<file path="config.mk">
export PLATFORM = sky130hd
export DESIGN_NAME = conic_curve_stepper_unit
export DESIGN_NICKNAME = d
export VERILOG_FILES = /design/src/rtl/ccs_pkg.sv /design/src/rtl/ccs_setup.sv /design/src/rtl/ccs_advance.sv /design/src/rtl/ccs_rsp_queue.sv /design/src/rtl/conic_curve_stepper_unit.sv
export SDC_FILE = /design/constraint.sdc
export NUM_CORES = 2
export LEC_CHECK = 0
export BUFFER_PORTS_ARGS = -buffer_cell sky130_fd_sc_hd__buf_2
export CORE_ASPECT_RATIO = 0.5
export CORE_MARGIN = 3
export CORE_UTILIZATION = 55
export DETAILED_ROUTE_END_ITERATION = 6
export HOLD_SLACK_MARGIN = 0.1
export PLACE_DENSITY = 0.72
export SLEW_MARGIN = 25
export SYNTH_ARGS = -nofsm -noshare
export SYNTH_HDL_FRONTEND = slang
export SYNTH_HIERARCHICAL = 1
export SYNTH_SLANG_ARGS = --single-unit
export TNS_END_PERCENT = 100
</file>
<file path="constraint.sdc">
create_clock -name clock -period 26.9 [get_ports clock]
set_input_delay 0 -clock clock [delete_from_list [all_inputs] [get_ports clock]]
set_output_delay 0 -clock clock [all_outputs]
set_load 0.1 [all_outputs]
</file>
<file path="src/rtl/ccs_pkg.sv">
`default_nettype none

package ccs_pkg;

   // Item function codes
   localparam logic FUNC_START = 1'b0;
   localparam logic FUNC_STEP  = 1'b1;

   // Result queue: room for the two pixels an ending step can give, plus slack
   localparam int QUEUE_DEPTH = 4;
   localparam int QPTR_BITS   = $clog2(QUEUE_DEPTH);
   localparam int QCNT_BITS   = QPTR_BITS + 1;

   typedef logic [2:0] octant_type;

   // Per-octant moves: square move (dx1,dy1) and diagonal move (dx2,dy2)
   typedef struct packed {
      logic signed [1:0] dx1;
      logic signed [1:0] dy1;
      logic signed [1:0] dx2;
      logic signed [1:0] dy2;
   } move_type;

   localparam move_type MOVE_TAB [8] = '{
      '{2'b01, 2'b00, 2'b01, 2'b01},
      '{2'b00, 2'b01, 2'b01, 2'b01},
      '{2'b00, 2'b01, 2'b11, 2'b01},
      '{2'b11, 2'b00, 2'b11, 2'b01},
      '{2'b11, 2'b00, 2'b11, 2'b11},
      '{2'b00, 2'b11, 2'b11, 2'b11},
      '{2'b00, 2'b11, 2'b01, 2'b11},
      '{2'b01, 2'b00, 2'b01, 2'b11}
   };

   localparam octant_type AFTER_DIAG [8] = '{
      3'd1, 3'd0, 3'd3, 3'd2, 3'd5, 3'd4, 3'd7, 3'd6
   };

   localparam octant_type AFTER_SQUARE [8] = '{
      3'd7, 3'd2, 3'd1, 3'd4, 3'd3, 3'd6, 3'd5, 3'd0
   };

   // Index is {v negative, u negative, |v| > |u|}
   localparam octant_type OCT_MAP [8] = '{
      3'd0, 3'd1, 3'd3, 3'd2, 3'd7, 3'd6, 3'd4, 3'd5
   };

   // Pixels a transaction pushes into the result queue
   typedef struct packed {
      logic first;
      logic second;
   } ccs_push_type;

   // Outcome of one step
   typedef struct packed {
      logic done;
      logic extra;
   } ccs_step_flags_type;

endpackage

`default_nettype wire

</file>
<file path="src/rtl/ccs_setup.sv">
`default_nettype none

module ccs_setup #(
   parameter int COEF_BITS = 32
) (
   input  logic signed [COEF_BITS-1:0] alpha,
   input  logic signed [COEF_BITS-1:0] beta,
   input  logic signed [COEF_BITS-1:0] gamma,
   input  logic signed [COEF_BITS-1:0] coef_u,
   input  logic signed [COEF_BITS-1:0] coef_v,
   output logic signed [COEF_BITS-1:0] k1,
   output logic signed [COEF_BITS-1:0] k2,
   output logic signed [COEF_BITS-1:0] k3,
   output logic signed [COEF_BITS-1:0] var_a,
   output logic signed [COEF_BITS-1:0] var_b,
   output logic signed [COEF_BITS-1:0] var_d,
   output ccs_pkg::octant_type         octant
);
   import ccs_pkg::*;

   logic                        neg_u;
   logic                        neg_v;
   logic [COEF_BITS-1:0]        mag_u;
   logic [COEF_BITS-1:0]        mag_v;
   logic                        swap;
   logic signed [COEF_BITS-1:0] al_s, be_s, ga_s, u_s, v_s;
   logic signed [COEF_BITS-1:0] al_f, be_f, u_f, v_f;
   logic                        flip_v;

   assign neg_u = coef_u[COEF_BITS-1];
   assign neg_v = coef_v[COEF_BITS-1];
   // most negative value reads as the largest magnitude
   assign mag_u = neg_u ? -coef_u : coef_u;
   assign mag_v = neg_v ? -coef_v : coef_v;
   assign swap  = mag_v > mag_u;

   assign octant = OCT_MAP[{neg_v, neg_u, swap}];

   assign al_s = swap ? beta   : alpha;
   assign be_s = swap ? alpha  : beta;
   assign u_s  = swap ? coef_v : coef_u;
   assign v_s  = swap ? coef_u : coef_v;
   assign ga_s = swap ? -gamma : gamma;

   assign al_f   = octant[0] ? -al_s : al_s;
   assign be_f   = octant[0] ? -be_s : be_s;
   assign u_f    = (octant > 3'd2 && octant < 3'd7) ? -u_s : u_s;
   assign flip_v = (octant > 3'd3) ^ (octant[1:0] == 2'd2);
   assign v_f    = flip_v ? -v_s : v_s;

   assign k1    = be_f <<< 1;
   assign k2    = k1 + (ga_s <<< 1);
   assign k3    = (al_f <<< 1) + (ga_s <<< 1) + k2;
   assign var_b = (v_f <<< 1) - be_f - ga_s;
   assign var_a = (u_f <<< 1) - var_b;
   assign var_d = var_b - u_f - (al_f >>> 2);

endmodule

`default_nettype wire

</file>
<file path="src/rtl/ccs_advance.sv">
`default_nettype none

module ccs_advance #(
   parameter int COORD_BITS = 16,
   parameter int COEF_BITS  = 32
) (
   input  ccs_pkg::octant_type          octant,
   input  logic signed [COEF_BITS-1:0]  k1,
   input  logic signed [COEF_BITS-1:0]  k2,
   input  logic signed [COEF_BITS-1:0]  k3,
   input  logic signed [COEF_BITS-1:0]  var_a,
   input  logic signed [COEF_BITS-1:0]  var_b,
   input  logic signed [COEF_BITS-1:0]  var_d,
   input  logic signed [COORD_BITS-1:0] cur_x,
   input  logic signed [COORD_BITS-1:0] cur_y,
   input  logic signed [COORD_BITS-1:0] stop_x,
   input  logic signed [COORD_BITS-1:0] stop_y,
   input  logic [4:0]                   oct_changes,
   input  logic [3:0]                   limit_oct,
   input  logic [7:0]                   tol,
   output ccs_pkg::octant_type          next_octant,
   output logic signed [COEF_BITS-1:0]  next_k1,
   output logic signed [COEF_BITS-1:0]  next_k2,
   output logic signed [COEF_BITS-1:0]  next_k3,
   output logic signed [COEF_BITS-1:0]  next_a,
   output logic signed [COEF_BITS-1:0]  next_b,
   output logic signed [COEF_BITS-1:0]  next_d,
   output logic signed [COORD_BITS-1:0] next_x,
   output logic signed [COORD_BITS-1:0] next_y,
   output logic [4:0]                   next_changes,
   output ccs_pkg::ccs_step_flags_type  flags
);
   import ccs_pkg::*;

   move_type                     mv;
   logic                         square_mv;
   logic signed [1:0]            dx;
   logic signed [1:0]            dy;
   logic signed [COEF_BITS-1:0]  a1, b1, d1;
   logic signed [COORD_BITS-1:0] diff_x, diff_y;
   logic [COORD_BITS-1:0]        mag_x, mag_y;
   logic                         near;
   logic [4:0]                   cnt_inc;
   logic                         over;
   // square octant change
   logic signed [COEF_BITS-1:0]  ws, k1s, k2s, k3s, as_, bs, ds;
   // diagonal octant change
   logic signed [COEF_BITS-1:0]  wg, k1g, k2g, k3g, ag, bg, dg;

   assign mv        = MOVE_TAB[octant];
   assign square_mv = var_d[COEF_BITS-1];
   assign dx        = square_mv ? mv.dx1 : mv.dx2;
   assign dy        = square_mv ? mv.dy1 : mv.dy2;

   assign next_x = cur_x + COORD_BITS'(dx);
   assign next_y = cur_y + COORD_BITS'(dy);

   assign b1 = square_mv ? var_b - k1 : var_b - k2;
   assign a1 = square_mv ? var_a + k2 : var_a + k3;
   assign d1 = square_mv ? var_d + b1 : var_d - a1;

   assign diff_x = next_x - stop_x;
   assign diff_y = next_y - stop_y;
   assign mag_x  = diff_x[COORD_BITS-1] ? -diff_x : diff_x;
   assign mag_y  = diff_y[COORD_BITS-1] ? -diff_y : diff_y;
   assign near   = (mag_x < COORD_BITS'(tol)) && (mag_y < COORD_BITS'(tol));

   assign cnt_inc = oct_changes + 5'd1;
   assign over    = cnt_inc > {1'b0, limit_oct};

   assign ws  = k2 - k1;
   assign k1s = -k1;
   assign k2s = k1s + ws;
   assign k3s = (ws <<< 2) - k3;
   assign bs  = -ws - b1;
   assign ds  = bs - a1 - d1;
   assign as_ = a1 - (bs <<< 1) - ws;

   assign wg  = (k2 <<< 1) - k3;
   assign k1g = wg - k1;
   assign k2g = k2 - k3;
   assign k3g = -k3;
   assign bg  = b1 + a1 - (k2g >>> 1);
   assign dg  = bg - (a1 >>> 1) - d1 + (k3g >>> 3);
   assign ag  = (wg >>> 1) - a1;

   always_comb begin
      next_octant  = octant;
      next_k1      = k1;
      next_k2      = k2;
      next_k3      = k3;
      next_a       = a1;
      next_b       = b1;
      next_d       = d1;
      next_changes = oct_changes;
      flags.done   = 1'b0;
      priority if (near) begin
         flags.done = 1'b1;
      end else if (b1[COEF_BITS-1]) begin
         next_octant  = AFTER_SQUARE[octant];
         next_k1      = k1s;
         next_k2      = k2s;
         next_k3      = k3s;
         next_a       = as_;
         next_b       = bs;
         next_d       = ds;
         next_changes = cnt_inc;
         flags.done   = over;
      end else if (a1[COEF_BITS-1]) begin
         next_octant  = AFTER_DIAG[octant];
         next_k1      = k1g;
         next_k2      = k2g;
         next_k3      = k3g;
         next_a       = ag;
         next_b       = bg;
         next_d       = dg;
         next_changes = cnt_inc;
         flags.done   = over;
      end else begin
         flags.done = 1'b0;
      end
      // add the exact end point when the curve stops short of it
      flags.extra = flags.done && ((next_x != stop_x) || (next_y != stop_y));
   end

endmodule

`default_nettype wire

</file>
<file path="src/rtl/ccs_rsp_queue.sv">
`default_nettype none

module ccs_rsp_queue #(
   parameter int DATA_BITS = 33
) (
   input  logic                          clock,
   input  logic                          reset,
   input  ccs_pkg::ccs_push_type         push,
   input  logic [DATA_BITS-1:0]          first_data,
   input  logic [DATA_BITS-1:0]          second_data,
   output logic                          rsp_valid,
   input  logic                          rsp_ready,
   output logic [DATA_BITS-1:0]          rsp_data,
   output logic [ccs_pkg::QCNT_BITS-1:0] level
);
   import ccs_pkg::*;

   logic [DATA_BITS-1:0] mem_ff [QUEUE_DEPTH];
   logic [QPTR_BITS-1:0] wr_ptr_ff, wr_ptr_in;
   logic [QPTR_BITS-1:0] rd_ptr_ff, rd_ptr_in;
   logic [QCNT_BITS-1:0] count_ff, count_in;
   logic                 pop;

   assign rsp_valid = count_ff != '0;
   assign rsp_data  = mem_ff[rd_ptr_ff];
   assign level     = count_ff;
   assign pop       = rsp_valid && rsp_ready;

   assign wr_ptr_in = wr_ptr_ff + QPTR_BITS'(push.first) + QPTR_BITS'(push.second);
   assign rd_ptr_in = rd_ptr_ff + QPTR_BITS'(pop);
   assign count_in  = count_ff + QCNT_BITS'(push.first) + QCNT_BITS'(push.second)
                      - QCNT_BITS'(pop);

   always_ff @(posedge clock) begin
      if (reset) begin
         wr_ptr_ff <= '0;
         rd_ptr_ff <= '0;
         count_ff  <= '0;
      end else begin
         wr_ptr_ff <= wr_ptr_in;
         rd_ptr_ff <= rd_ptr_in;
         count_ff  <= count_in;
      end
   end

   always_ff @(posedge clock) begin
      if (push.first) begin
         mem_ff[wr_ptr_ff] <= first_data;
      end
      if (push.second) begin
         mem_ff[wr_ptr_ff + QPTR_BITS'(1)] <= second_data;
      end
   end

endmodule

`default_nettype wire

</file>
<file path="src/rtl/conic_curve_stepper_unit.sv">
// Conic curve stepper: rasterises alpha*y*y + beta*x*x + 2*gamma*x*y + 2*u*y - 2*v*x = 0
// from a start pixel by midpoint decision variables. A start transaction (func 0) loads
// the curve and returns the start pixel; each step transaction (func 1) returns the next
// pixel, and the ending step also returns the exact end point when it differs, flagged
// by rsp_last. A step with no curve running returns nothing. Every transaction is
// worked in the cycle it is accepted, so one transaction per clock is taken and the first
// pixel is offered on rsp_ the following cycle. Pixels wait in a four-entry result
// queue; req_ready drops while fewer than two entries are free, so input stalls when
// the result side holds back, and when a second two-pixel ending step
// arrives before an input gap has let the queue drain.
`default_nettype none

module conic_curve_stepper_unit #(
   parameter int COORD_BITS = 16,
   parameter int COEF_BITS  = 32
) (
   input  logic                         clock,
   input  logic                         reset,
   input  logic                         req_valid,
   output logic                         req_ready,
   input  logic                         req_func,
   input  logic signed [COEF_BITS-1:0]  req_coef_alpha,
   input  logic signed [COEF_BITS-1:0]  req_coef_beta,
   input  logic signed [COEF_BITS-1:0]  req_coef_gamma,
   input  logic signed [COEF_BITS-1:0]  req_coef_u,
   input  logic signed [COEF_BITS-1:0]  req_coef_v,
   input  logic signed [COORD_BITS-1:0] req_start_x,
   input  logic signed [COORD_BITS-1:0] req_start_y,
   input  logic signed [COORD_BITS-1:0] req_end_x,
   input  logic signed [COORD_BITS-1:0] req_end_y,
   input  logic [3:0]                   req_max_oct,
   input  logic [7:0]                   req_tolerance,
   output logic                         rsp_valid,
   input  logic                         rsp_ready,
   output logic signed [COORD_BITS-1:0] rsp_pixel_x,
   output logic signed [COORD_BITS-1:0] rsp_pixel_y,
   output logic                         rsp_last
);
   import ccs_pkg::*;

   localparam int DATA_BITS = 2 * COORD_BITS + 1;

   logic                         active_ff, active_in;
   octant_type                   octant_ff, octant_in;
   logic signed [COORD_BITS-1:0] cur_x_ff, cur_x_in, cur_y_ff, cur_y_in;
   logic signed [COORD_BITS-1:0] stop_x_ff, stop_x_in, stop_y_ff, stop_y_in;
   logic signed [COEF_BITS-1:0]  k1_ff, k1_in, k2_ff, k2_in, k3_ff, k3_in;
   logic signed [COEF_BITS-1:0]  a_ff, a_in, b_ff, b_in, d_ff, d_in;
   logic [4:0]                   changes_ff, changes_in;
   logic [3:0]                   limit_ff, limit_in;
   logic [7:0]                   tol_ff, tol_in;

   logic                         accept;
   logic                         is_start;
   logic                         is_step;

   octant_type                   su_octant;
   logic signed [COEF_BITS-1:0]  su_k1, su_k2, su_k3, su_a, su_b, su_d;

   octant_type                   st_octant;
   logic signed [COEF_BITS-1:0]  st_k1, st_k2, st_k3, st_a, st_b, st_d;
   logic signed [COORD_BITS-1:0] st_x, st_y;
   logic [4:0]                   st_changes;
   ccs_step_flags_type           st_flags;

   ccs_push_type                 push;
   logic [DATA_BITS-1:0]         first_data;
   logic [DATA_BITS-1:0]         second_data;
   logic [DATA_BITS-1:0]         rsp_data;
   logic [QCNT_BITS-1:0]         level;

   assign req_ready = level <= QCNT_BITS'(QUEUE_DEPTH - 2);
   assign accept    = req_valid && req_ready;
   assign is_start  = accept && (req_func == FUNC_START);
   assign is_step   = accept && (req_func == FUNC_STEP) && active_ff;

   ccs_setup #(
      .COEF_BITS (COEF_BITS)
   ) u_setup (
      .alpha  (req_coef_alpha),
      .beta   (req_coef_beta),
      .gamma  (req_coef_gamma),
      .coef_u (req_coef_u),
      .coef_v (req_coef_v),
      .k1     (su_k1),
      .k2     (su_k2),
      .k3     (su_k3),
      .var_a  (su_a),
      .var_b  (su_b),
      .var_d  (su_d),
      .octant (su_octant)
   );

   ccs_advance #(
      .COORD_BITS (COORD_BITS),
      .COEF_BITS  (COEF_BITS)
   ) u_advance (
      .octant       (octant_ff),
      .k1           (k1_ff),
      .k2           (k2_ff),
      .k3           (k3_ff),
      .var_a        (a_ff),
      .var_b        (b_ff),
      .var_d        (d_ff),
      .cur_x        (cur_x_ff),
      .cur_y        (cur_y_ff),
      .stop_x       (stop_x_ff),
      .stop_y       (stop_y_ff),
      .oct_changes  (changes_ff),
      .limit_oct    (limit_ff),
      .tol          (tol_ff),
      .next_octant  (st_octant),
      .next_k1      (st_k1),
      .next_k2      (st_k2),
      .next_k3      (st_k3),
      .next_a       (st_a),
      .next_b       (st_b),
      .next_d       (st_d),
      .next_x       (st_x),
      .next_y       (st_y),
      .next_changes (st_changes),
      .flags        (st_flags)
   );

   always_comb begin
      active_in  = active_ff;
      octant_in  = octant_ff;
      cur_x_in   = cur_x_ff;
      cur_y_in   = cur_y_ff;
      stop_x_in  = stop_x_ff;
      stop_y_in  = stop_y_ff;
      k1_in      = k1_ff;
      k2_in      = k2_ff;
      k3_in      = k3_ff;
      a_in       = a_ff;
      b_in       = b_ff;
      d_in       = d_ff;
      changes_in = changes_ff;
      limit_in   = limit_ff;
      tol_in     = tol_ff;
      priority if (is_start) begin
         // abandon any running curve
         active_in  = 1'b1;
         octant_in  = su_octant;
         cur_x_in   = req_start_x;
         cur_y_in   = req_start_y;
         stop_x_in  = req_end_x;
         stop_y_in  = req_end_y;
         k1_in      = su_k1;
         k2_in      = su_k2;
         k3_in      = su_k3;
         a_in       = su_a;
         b_in       = su_b;
         d_in       = su_d;
         changes_in = '0;
         limit_in   = req_max_oct;
         tol_in     = req_tolerance;
      end else if (is_step) begin
         active_in  = !st_flags.done;
         octant_in  = st_octant;
         cur_x_in   = st_x;
         cur_y_in   = st_y;
         k1_in      = st_k1;
         k2_in      = st_k2;
         k3_in      = st_k3;
         a_in       = st_a;
         b_in       = st_b;
         d_in       = st_d;
         changes_in = st_changes;
      end else begin
         active_in = active_ff;
      end
   end

   always_ff @(posedge clock) begin
      if (reset) begin
         active_ff  <= 1'b0;
         octant_ff  <= '0;
         cur_x_ff   <= '0;
         cur_y_ff   <= '0;
         stop_x_ff  <= '0;
         stop_y_ff  <= '0;
         k1_ff      <= '0;
         k2_ff      <= '0;
         k3_ff      <= '0;
         a_ff       <= '0;
         b_ff       <= '0;
         d_ff       <= '0;
         changes_ff <= '0;
         limit_ff   <= '0;
         tol_ff     <= '0;
      end else begin
         active_ff  <= active_in;
         octant_ff  <= octant_in;
         cur_x_ff   <= cur_x_in;
         cur_y_ff   <= cur_y_in;
         stop_x_ff  <= stop_x_in;
         stop_y_ff  <= stop_y_in;
         k1_ff      <= k1_in;
         k2_ff      <= k2_in;
         k3_ff      <= k3_in;
         a_ff       <= a_in;
         b_ff       <= b_in;
         d_ff       <= d_in;
         changes_ff <= changes_in;
         limit_ff   <= limit_in;
         tol_ff     <= tol_in;
      end
   end

   assign push.first  = is_start || is_step;
   assign push.second = is_step && st_flags.extra;

   assign first_data = is_start
      ? {req_start_x, req_start_y, 1'b0}
      : {st_x, st_y, st_flags.done && !st_flags.extra};
   assign second_data = {stop_x_ff, stop_y_ff, 1'b1};

   ccs_rsp_queue #(
      .DATA_BITS (DATA_BITS)
   ) u_rsp_queue (
      .clock       (clock),
      .reset       (reset),
      .push        (push),
      .first_data  (first_data),
      .second_data (second_data),
      .rsp_valid   (rsp_valid),
      .rsp_ready   (rsp_ready),
      .rsp_data    (rsp_data),
      .level       (level)
   );

   assign rsp_pixel_x = rsp_data[DATA_BITS-1 -: COORD_BITS];
   assign rsp_pixel_y = rsp_data[COORD_BITS:1];
   assign rsp_last    = rsp_data[0];

   a_queue_room : assert property (@(posedge clock) disable iff (reset)
      accept |-> (level <= QCNT_BITS'(QUEUE_DEPTH - 2)))
      else $error("transaction accepted without room for two pixels");

   a_start_runs : assert property (@(posedge clock) disable iff (reset)
      is_start |=> active_ff)
      else $error("curve not running after start");

   a_extra_ends : assert property (@(posedge clock) disable iff (reset)
      push.second |-> (push.first && st_flags.done))
      else $error("end point pushed on a non-ending step");

   a_push_shows : assert property (@(posedge clock) disable iff (reset)
      push.first |=> rsp_valid)
      else $error("pushed pixel not offered");

   a_done_idle : assert property (@(posedge clock) disable iff (reset)
      (is_step && st_flags.done) |=> !active_ff)
      else $error("curve still running after its last pixel");

endmodule

`default_nettype wire

</file>
==> flow_metrics.tcl <==
set metrics [dict create \
    hold_viol 0 \
    report.final.setup_viol 0 \
    status "finished clean" \
    start_util_pct 56.1 \
    synthDistinctLibCells 117 \
    design.core.area_mm2 0.130 \
    synth-xor-area-share_pct 11.9 \
    max_stage_delay_ns 0.72 \
    synthAdderAreaFrac_pct 20.9 \
    fin_ws_ns 12.02 \
    synth_top_family_by_area "compound AO/OA/AOI/OAI gates" \
    htree_levels 2 \
    cts_sinks 416 \
    n_fill_cell 11900 \
    maxCapViolCount 0 \
    synth-simple-area-share_pct 14.5 \
    worst_pin_slew_ns 1.21 \
    hold_path_class "in2reg" \
    cp-end-kind "register" \
    yosys_warnings 6 \
    worstPathRequired_ns 27.40 \
    muxShareOfSynthArea_pct 5.42 \
    syn_inst 9278 \
    cts_resized 0 \
    ys_seq_elements 416 \
    dp.final_hpwl_um 212000 \
    num_io_pins 276 \
    drt-initial-drc-count 9364 \
    place_ws_ns 11.74 \
    routedWlPerCell_um 24.6 \
    synth.area.top_cells "ha_1 14%, xnor2_1 7.8%, dfxtp_1 7.8%" \
    postSynthAreaPerCell_um2 7.88 \
    synth_top_area_share_pct 13.9 \
    area_growth_pct 8.63 \
    r2r_start "d_ff[31]" \
    clock_skew_ns 0.0343 \
    drv_slew 0 \
    drt_first_pass_iters 6 \
    routed_wirelength_um 277000 \
    dp_cells 11000 \
    clock.fmax_mhz 67.2 \
    worstSkewPairLatency_ns 0.64 \
    ant_nets 0 \
    drc_errors 0 \
    cts_root_buf "clkbuf_16" \
    die_h_um 264 \
    rsz0062_at_grt "false" \
    drive_gt1_share_pct 8.33 \
    clockBufferDepth 3 \
    crit_arrival_ns 15.37 \
    port_buffers 275 \
    worst_hold_slack_ns 0.165 \
    antenna_found_initial 12 \
    syn-cell-area_mm2 0.0731 \
    fin_crit_sh_pct 55.3 \
    synth_ff_type "dfxtp_1" \
    grt_util_all_layers_pct 38.2 \
    critPathLaunchType "input port" \
    place.gp.congestion 1.03 \
    fin_crit_ns 14.88 \
    clkTransAtPathRegs_ns 0.07 \
    maxSlewHeadroom_pct 18.3 \
    slowest_stage "mux2i_1" \
    grt_max_degree 180 \
    worstSetupPathType "in2reg" \
    cts_made_buffers 47 \
    nNetsFinal 10800 \
    synth_compound_area_share_pct 26.4 \
    fin_cells 11300 \
    hp-start "req_coef_alpha[29]" \
    num_rows 93 \
    vias_per_cell 6.57 \
    grt_overflow_total 0 \
    via_count 74000 \
    synthArstFlopShare_pct 0 \
    path_max_fanout 57 \
    cts_tree "built" \
    dieArea_mm2 0.138 \
    die_w_um 522 \
    crit_start "req_coef_u[3]" \
    synth-seq-area-share_pct 13.2 \
    grt_pass1_vias 68200 \
    grt_pass1_wl_um 407000 \
    tns_ns 0 \
    synth_top_cell_by_area "ha_1" \
    synth_edf_count 132 \
]
## timing repair
action                    4_1_cts  5_1_grt
setup buffers                   0        0
hold buffers                  198        0
hold endpoints to repair      232        0
## cell families after synthesis
kind of cell | Yosys count
AOI/OAI and AO/OA | 2903
xor gates and xnor gates | 984
adders and majority gates | 1067
buffers and inverters | 1415
DFF | 416
muxes | 331
other | 2
and+or+nand+nor | 2160
## Yosys cell counts, drive strengths merged (33+ instances only)
| cell | n |
|---|---|
| inv | 984 |
| ha | 812 |
| a21oi | 678 |
| xnor2 | 654 |
| nor2 | 597 |
| nand2 | 521 |
| o21ai | 492 |
| o22ai | 356 |
| xor2 | 325 |
| dfxtp | 284 |
| a21o | 263 |
| fa | 255 |
| clkbuf | 247 |
| a221oi | 237 |
| nor3 | 189 |
| buf | 181 |
| mux2 | 178 |
| nand3 | 144 |
| edfxtp | 132 |
| mux2i | 120 |
| nand2b | 119 |
| nand4 | 118 |
| o21a | 106 |
| o31ai | 104 |
| nor2b | 89 |
| o21bai | 88 |
| or3 | 80 |
| a22oi | 75 |
| and3 | 73 |
| a31oi | 69 |
| a211oi | 54 |
| nor4 | 49 |
| o211ai | 49 |
| and2 | 48 |
| or2 | 43 |
| mux4 | 33 |
## flip-flops by register name, summed over array words and instances (netlist names)
signal                 cells
changes_ff                 5
octant_ff                  3
cur_x_ff                  16
u_rsp_queue/mem_ff       132
active_ff                  1
tol_ff                     8
stop_x_ff                 16
k2_ff                     32
k3_ff                     32
cur_y_ff                  16
u_rsp_queue/level          3
u_rsp_queue/wr_ptr_ff      2
limit_ff                   4
u_rsp_queue/rd_ptr_ff      2
b_ff                      32
d_ff                      32
k1_ff                     32
stop_y_ff                 16
a_ff                      32
## critical path: cells and delay by family
family / cells / cell delay [ns]
simple gates: 19 / 5.66
compound gates: 15 / 4.26
buf+inv: 7 / 2.12
fa+ha+maj: 5 / 2.04
mux: 1 / 0.72
xor+xnor: 3 / 0.48
## layout make-up
type | count | area [um^2] | area share, %
inverter | 987 | 3700 | 4.67
antenna | 6 | 15.0 | 0.0189
multi-input combinational | 7452 | 58100 | 73.2
timing repair buffer | 560 | 4140 | 5.21
tap | 1757 | 2200 | 2.77
sequential | 416 | 9650 | 12.2
clock inverter | 31 | 307 | 0.386
clock buffer | 57 | 1290 | 1.62
## final timing paths
path	to	slack (ns)	cells past startpoint
max	d_ff[29]	12.02	50
min	k1_ff[30]	0.17	6
max reg2reg	u_rsp_queue/mem_ff[1][1]	14.14	44
min reg2reg	a_ff[4]	0.47	2
## per-stage QoR
| step | utilization (%) | instance area, um^2 |
|---|---|---|
| global route | 60.9 | 79400 |
| detailed placement | 58.1 | 75700 |
| finish | 60.9 | 79400 |
| CTS | 60.9 | 79300 |
| floorplan | - | 73100 |
| global placement | 58.0 | 75600 |
## routing by layer
| layer | wire length, um | GRT usage [%] | up-vias | part of all wire [%] |
|---|---|---|---|---|
| li1 | - | - | 34000 | - |
| met1 | 116000 | 53.3 | 35300 | 42 |
| met2 | 108000 | 53.3 | 4118 | 39 |
| met3 | 45100 | 17.1 | 470 | 16 |
| met4 | 7360 | 8.69 | 10 | 2.7 |
| met5 | 69 | 0 | - | 0.025 |
## cells in the final DEF (no fill, tap or decap), types with 50 or more instances in the layout
master and count:
xor2_1 321, or3_1 78, a22oi_1 75, a221oi_1 224, a21o_1 263, a211oi_1 50
mux2i_1 118, nor2_1 590, nand2_1 517, a21oi_1 678, nand3_1 141, nor3_1 183
nor2b_1 87, inv_1 982, o21a_1 106, o22ai_1 356, o31ai_1 102, nand4_1 118
o21ai_0 482, dfxtp_1 282, nand2b_1 115, mux2_2 164, buf_4 78, and3_1 72
a31oi_1 69, edfxtp_1 132, buf_2 273, ha_1 812, o21bai_1 88, xnor2_1 646
fa_1 255, dlygate4sd3_1 198
Power is not shown: default switching activity piles up to over one toggle a cycle in this logic, so the estimate is an artifact.
